[src/sv/adl_pkg.sv]
// Shared constants, types and helpers for the Adler-32 checksum block.
package adl_pkg;

  localparam int LANES = 4;
  localparam int ADLER_MOD = 65521;

  // Byte count / weight width, lane product width
  localparam int CW = $clog2(LANES + 1);
  localparam int PW = 8 + CW;
  // Plain byte sum and weighted byte sum widths
  localparam int SW = $clog2(LANES * 255 + 1);
  localparam int WW = $clog2(255 * LANES * (LANES + 1) / 2 + 1);
  // Width of the unreduced second-sum total
  localparam int SUMW = 16 + CW + 1;

  // One request after the lane stage
  typedef struct packed {
    logic          start;
    logic          last;
    logic [CW-1:0] n;
    logic [SW-1:0] s;
    logic [15:0]   w;
    logic [15:0]   init_a;
    logic [15:0]   init_b;
  } step_t;

  // One conditional subtraction of the modulus
  function automatic logic [15:0] red16(input logic [16:0] v);
    logic [16:0] m;
    m = 17'(ADLER_MOD);
    return (v >= m) ? 16'(v - m) : 16'(v);
  endfunction

endpackage

[src/sv/adl_lane.sv]
// One byte lane: masks the byte and weights it by its distance from the end.
module adl_lane (
  input  logic [7:0]             byte_in,
  input  logic [adl_pkg::CW-1:0] lane_idx,
  input  logic [adl_pkg::CW-1:0] n,
  output logic [7:0]             byte_out,
  output logic [adl_pkg::PW-1:0] wbyte
);
  import adl_pkg::*;

  logic          active;
  logic [CW-1:0] weight;

  // Lane is live when it falls inside the byte count
  assign active = (lane_idx < n);
  assign weight = n - lane_idx;

  // Weighted byte feeds the second sum: byte i adds (n - i) times
  always_comb begin
    byte_out = active ? byte_in : 8'd0;
    wbyte    = active ? PW'(byte_in) * PW'(weight) : '0;
  end

endmodule

[src/sv/adl_accum.sv]
// Running sums: folds one merged request into both sums per cycle.
module adl_accum (
  input  logic                clk,
  input  logic                rst,
  input  logic                step_valid,
  input  adl_pkg::step_t      step,
  output logic [31:0]         res
);
  import adl_pkg::*;

  logic [15:0]     sum_a, sum_b;
  logic [15:0]     a_base, b_base;
  logic [15:0]     sum_a_next, sum_b_next;
  logic [SUMW-1:0] b_tot, sub;

  // Start request reloads from the initial checksum
  assign a_base = step.start ? step.init_a : sum_a;
  assign b_base = step.start ? step.init_b : sum_b;

  // First sum: the byte total stays below the modulus
  assign sum_a_next = red16(17'(a_base) + 17'(step.s));

  // Second sum: b + n*a + weighted bytes, then subtract the largest multiple
  assign b_tot = SUMW'(b_base) + SUMW'(a_base) * SUMW'(step.n) + SUMW'(step.w);

  always_comb begin
    sub = '0;
    for (int k = 1; k <= LANES + 1; k++) begin
      if (b_tot >= SUMW'(k * ADLER_MOD)) sub = SUMW'(k * ADLER_MOD);
    end
  end

  assign sum_b_next = 16'(b_tot - sub);
  assign res = {sum_b_next, sum_a_next};

  always_ff @(posedge clk) begin
    if (rst) begin
      sum_a <= 16'd1;
      sum_b <= 16'd0;
    end else if (step_valid) begin
      sum_a <= sum_a_next;
      sum_b <= sum_b_next;
    end
  end

endmodule

[src/sv/adl_outq.sv]
// Two-entry result queue between the sums and the output channel.
module adl_outq (
  input  logic        clk,
  input  logic        rst,
  input  logic        push,
  input  logic [31:0] push_data,
  input  logic        pop,
  output logic        q_valid,
  output logic [31:0] q_data,
  output logic [1:0]  count
);

  logic [31:0] entry [2];
  logic        wr_ptr, rd_ptr;

  assign q_valid = (count != 2'd0);
  assign q_data  = entry[rd_ptr];

  // Storage needs no reset
  always_ff @(posedge clk) begin
    if (push) entry[wr_ptr] <= push_data;
  end

  // Pointers and fill count
  always_ff @(posedge clk) begin
    if (rst) begin
      wr_ptr <= 1'b0;
      rd_ptr <= 1'b0;
      count  <= 2'd0;
    end else begin
      if (push) wr_ptr <= ~wr_ptr;
      if (pop)  rd_ptr <= ~rd_ptr;
      count <= count + 2'(push) - 2'(pop);
    end
  end

endmodule

[src/sv/adler32_checksum.sv]
// Adler-32 checksum: one request of up to four bytes per cycle while in_stall is low.
// A request marked last passes the lane stage register and then the result queue before its checksum shows.
// The running-sum update is combinational between the sum registers.
// in_stall rises when the two-entry result queue would be full after this cycle's push and pop.
// Synchronous reset: sums go to 1 and 0, pipeline and queue empty.
module adler32_checksum (
  input  logic        clk,
  input  logic        rst,
  input  logic        in_valid,
  output logic        in_stall,
  input  logic [31:0] data_bytes,
  input  logic [2:0]  byte_count,
  input  logic        start_req,
  input  logic [31:0] initial_value,
  input  logic        last,
  output logic        out_valid,
  input  logic        out_stall,
  output logic [31:0] checksum
);
  import adl_pkg::*;

  logic [CW-1:0] n;
  logic [7:0]    lane_byte [LANES];
  logic [7:0]    lane_b    [LANES];
  logic [PW-1:0] lane_w    [LANES];
  logic [SW-1:0] s_sum;
  logic [WW-1:0] w_sum;
  step_t         step_d, step;
  logic          step_valid;
  logic          accept;
  logic [31:0]   res;
  logic          push, pop;
  logic [1:0]    q_count;

  assign accept = in_valid & ~in_stall;

  // Saturate the byte count at the lane count
  always_comb begin
    if (int'(byte_count) > LANES) n = CW'(LANES);
    else                          n = CW'(byte_count);
  end

  // Byte lanes
  for (genvar i = 0; i < LANES; i++) begin : g_lane
    if (i < 4) begin : g_data
      assign lane_byte[i] = data_bytes[8*i +: 8];
    end else begin : g_zero
      assign lane_byte[i] = 8'd0;
    end
    adl_lane u_lane (
      .byte_in  (lane_byte[i]),
      .lane_idx (CW'(i)),
      .n        (n),
      .byte_out (lane_b[i]),
      .wbyte    (lane_w[i])
    );
  end

  // Merge the lanes
  always_comb begin
    s_sum = '0;
    w_sum = '0;
    for (int i = 0; i < LANES; i++) begin
      s_sum = s_sum + SW'(lane_b[i]);
      w_sum = w_sum + WW'(lane_w[i]);
    end
  end

  always_comb begin
    step_d.start  = start_req;
    step_d.last   = last;
    step_d.n      = n;
    step_d.s      = s_sum;
    step_d.w      = red16(17'(w_sum));
    step_d.init_a = red16(17'(initial_value[15:0]));
    step_d.init_b = red16(17'(initial_value[31:16]));
  end

  // Lane stage register
  always_ff @(posedge clk) begin
    if (accept) step <= step_d;
  end

  always_ff @(posedge clk) begin
    if (rst) step_valid <= 1'b0;
    else     step_valid <= accept;
  end

  adl_accum u_accum (
    .clk        (clk),
    .rst        (rst),
    .step_valid (step_valid),
    .step       (step),
    .res        (res)
  );

  assign push = step_valid & step.last;
  assign pop  = out_valid & ~out_stall;

  adl_outq u_outq (
    .clk       (clk),
    .rst       (rst),
    .push      (push),
    .push_data (res),
    .pop       (pop),
    .q_valid   (out_valid),
    .q_data    (checksum),
    .count     (q_count)
  );

  // Hold off when the queue after this cycle's push and pop leaves no room
  // for the result that a new request could bring
  assign in_stall = ({1'b0, q_count} + {2'b00, push} - {2'b00, pop}) >= 3'd2;

endmodule

[config.mk]
export PLATFORM = sky130hd
export DESIGN_NAME = adler32_checksum
export DESIGN_NICKNAME = d
export VERILOG_FILES = /design/src/sv/adl_pkg.sv /design/src/sv/adl_lane.sv /design/src/sv/adl_accum.sv /design/src/sv/adl_outq.sv /design/src/sv/adler32_checksum.sv
export SDC_FILE = /design/constraint.sdc
export NUM_CORES = 1
export LEC_CHECK = 0
export BUFFER_PORTS_ARGS = -buffer_cell sky130_fd_sc_hd__buf_2
export CORE_MARGIN = 2
export CORE_UTILIZATION = 55
export DETAILED_ROUTE_END_ITERATION = 12
export PLACE_DENSITY_LB_ADDON = 0.2
export SYNTH_ARGS = -nofsm -noshare
export SYNTH_HDL_FRONTEND = slang
export SYNTH_SLANG_ARGS = --single-unit
[constraint.sdc]
create_clock -name clk -period 7.3 [get_ports clk]
set_input_delay 0.365 -clock clk [delete_from_list [all_inputs] [get_ports clk]]
set_output_delay 0.365 -clock clk [all_outputs]
set_load 0.05 [all_outputs]
==> impl_metrics.csv <==
group,metric,value,unit
cells_and_area,fill_cells,2163,
worst_setup_path,r2r_end,"u_accum.sum_b[12]",
cells_and_area,nets,1989,
routing,vias_per_cell,5.48,
synthesis,ys_seq_area_share,30.1,%
synthesis,synth_edf_count,123,
global_route,grt_overflow,0,
worst_setup_path,critPathMaxFanout,4,
outcome,status,"complete, but fails checks",
worst_setup_path,critPathTopFamily,"compound AO/OA/AOI/OAI gates",
routing,wirelength,34800,um
worst_setup_path,critical_path_required,7.63,ns
global_route,grt_first_pass_wirelength,55300,um
timing,hold_viol_final,0,
routing,top_layer_used,"met4",
routing,drc_errors,0,
routing,drt_pass1_iterations,5,
cells_and_area,final_core_util,64.3,%
floorplanning,io_pins,107,
worst_setup_path,start_kind,"flop",
timing,grt_setup_unrepaired,"true",
placement,hpwlAfterDp,27600,um
timing,fin_tns_setup,-0.993,ns
worst_setup_path,critPathKind,"reg2reg",
placement,gp_congestion,0.918,
worst_setup_path,crit_end,"u_accum.sum_b[12]",
synthesis,synth.ff_latch_count,161,
timing,timing.fmax,134,MHz
floorplanning,num_rows,60,
synthesis,synth.distinct_cells,80,
global_route,grtUsageTotal,25.1,%
timing,skew,0.0117,ns
synthesis,synth_area_leaders,"edfxtp_1, fa_1, ha_1, dfxtp_1, inv_1",
timing,worst_pin_slew,0.871,ns
worst_setup_path,crit_path_end_kind,"flop",
clock_network,cts_tree,"yes",
global_route,antenna_found_initial,1,
clock_network,root_buffer,"clkbuf_16",
routing,detail-route-antenna-nets,0,
clock_network,cts_hold_buf,0,
clock_network,clkLatencyLatePin,0.44,ns
worst_setup_path,path_buf_inv,5,
synthesis,syn_nets,1821,
flow_run,maxCapViolCount,0,
cells_and_area,diodes,0,
routing,vias,11200,
cells_and_area,final_common_cell,"inv_1",
cells_and_area,area_growth,16.1,%
floorplanning,die_x,168,um
routing,route.met3.wl,1420,um
timing,relSlewSlack,42.0,%
synthesis,synth_async_sr_flop_share,0,%
timing,min_period,7.48,ns
min_path,hold_class,"in2reg",
synthesis,avgSynthCellArea,9.78,um^2
global_route,grt_pass1_vias,11000,
min_path,hold-path-cell-count,1,
worst_setup_path,startpoint,"step[62]",
routing,drtIter0Drc,759,
clock_network,clockBufferDepth,2,
timing,fin_ws,-0.183,ns
floorplanning,initial_core_util,55.4,%
floorplanning,core,26700,um^2
placement,io_buffers,106,
worst_setup_path,reg2regPathDepth,33,
clock_network,clock_sinks,161,
worst_setup_path,r2r_start,"step[62]",
timing,setup_viol_count_final,11,
worst_setup_path,r2r_setup_slack,-0.18,ns
synthesis,yosys.area.top_type_share,24.9,%
synthesis,synth_cells,1514,
clock_network,numCtsBuffers,17,
worst_setup_path,cp_slowest_cell,"or4b_4",
routing,wl_per_cell,17.1,um
placement,dp_slack,-0.254,ns
cells_and_area,post_route_cells_drive_above_1_share,20.9,%
global_route,grt_max_degree,61,
cells_and_area,final_cell_mix,"inv_1, nand2_1, edfxtp_1",
floorplanning,dieArea,28200,um^2
routing,route.met2.wl,17700,um
synthesis,synth_area,14800,um^2
synthesis,ys.flop_type,"edfxtp_1",
worst_setup_path,crit_path_max_incr_delay,0.55,ns
synthesis,yosysWarnings,0,
outcome,failed_checks,"setup timing",
clock_network,clk_pin_slew,0.07,ns
floorplanning,fp.dieH,168,um
clock_network,cts_max_level,4,
worst_setup_path,crit_cells,33,
worst_setup_path,worst_ep_arrival_time,7.81,ns
timing,min_period_over_period,103,%
timing,maxSlewViolCount,0,
synthesis,synth_top_cell_by_area,"edfxtp_1",
routing,met1_length,14700,um
## sequential cells by signal, indices dropped and copies added, names as in the netlist, named ones only
name / count
u_accum.sum_a: 16
u_outq.count: 2
step: 59
u_outq.wr_ptr: 1
u_outq.entry: 64
u_outq.rd_ptr: 1
u_accum.sum_b: 16
step_valid: 1
## cells by family (layout without fill, tap and decap cells)
| logic type | after synthesis | count (layout) | share of synthesized area (%) |
|---|---|---|---|
| flops | 161 | 161 | 30.1 |
| mux | 82 | 82 | 5.94 |
| fa+ha+maj | 234 | 234 | 25.4 |
| buf+inv | 235 | 416 | 6.10 |
| simple gates | 483 | 483 | 16.6 |
| xor+xnor | 94 | 94 | 5.56 |
| compound gates | 225 | 225 | 10.4 |
## final cells by class
class / count / area (um^2) / area share, %
Clock buffer: 18 / 439 / 2.55
Clock inverter: 14 / 136 / 0.793
Inverter: 190 / 716 / 4.16
Multi-Input combinational cell: 1118 / 9810 / 57.0
Sequential cell: 161 / 4450 / 25.9
Tap cell: 341 / 427 / 2.48
Timing Repair Buffer: 194 / 1210 / 7.07
## worst min-delay path by stage
stage	start	to	slack (ns)
after detailed placement	u_accum.sum_b[0]	u_accum.sum_b[0]	0.48
after CTS	last	step[61]	0.09
after global placement	u_accum.sum_b[0]	u_accum.sum_b[0]	0.48
after global routing	last	step[61]	0.10
final	last	step[61]	0.10
after floorplan	u_accum.sum_b[0]	u_accum.sum_b[0]	0.45
## through the flow
step / cell area, um^2 / hold slack [ns] / std cells
4_1_cts: 16900 / 0.0949 / 2027
5_1_grt: 17200 / 0.103 / 2036
2_1_floorplan: 14900 / 0.454 / 1514
3_5_place_dp: 16200 / 0.485 / 1990
6_report: 17200 / 0.103 / 2036
3_3_place_gp: 16200 / 0.479 / 1990
## layer usage
layer  GRT usage (%)  up-vias
li1                -     5431
met1            31.1     5400
met2            45.3      274
met3            2.82       48
met4            8.85        0
met5               0        -
## what timing repair did
item | in CTS | in global routing
hold endpoints to repair | 0 | 0
gates resized for setup | 15 | 57
pin swaps | 15 | 24
endpoints found under the setup margin | 16 | 30
setup buffers | 5 | 9
## Yosys cell counts, drive strengths merged, types with 3 or more instances
library cell	number
a211o	8
a211oi	10
a21o	39
a21oi	57
a31oi	5
and2	53
and3	10
buf	17
clkbuf	28
dfxtp	38
edfxtp	123
fa	110
ha	124
inv	188
mux2	41
mux2i	41
nand2	160
nand2b	16
nand3	11
nand3b	3
nand4	10
nor2	86
nor2b	79
nor3	25
nor3b	5
nor4	5
o211a	5
o211ai	4
o21a	24
o21ai	33
o21bai	10
o311ai	3
o32ai	3
or2	6
or3	5
or4	3
xnor2	57
xor2	37
Power is left out: the tool's default activity adds up to more than one toggle a clock period on the data nets, which glitch-free logic cannot reach.
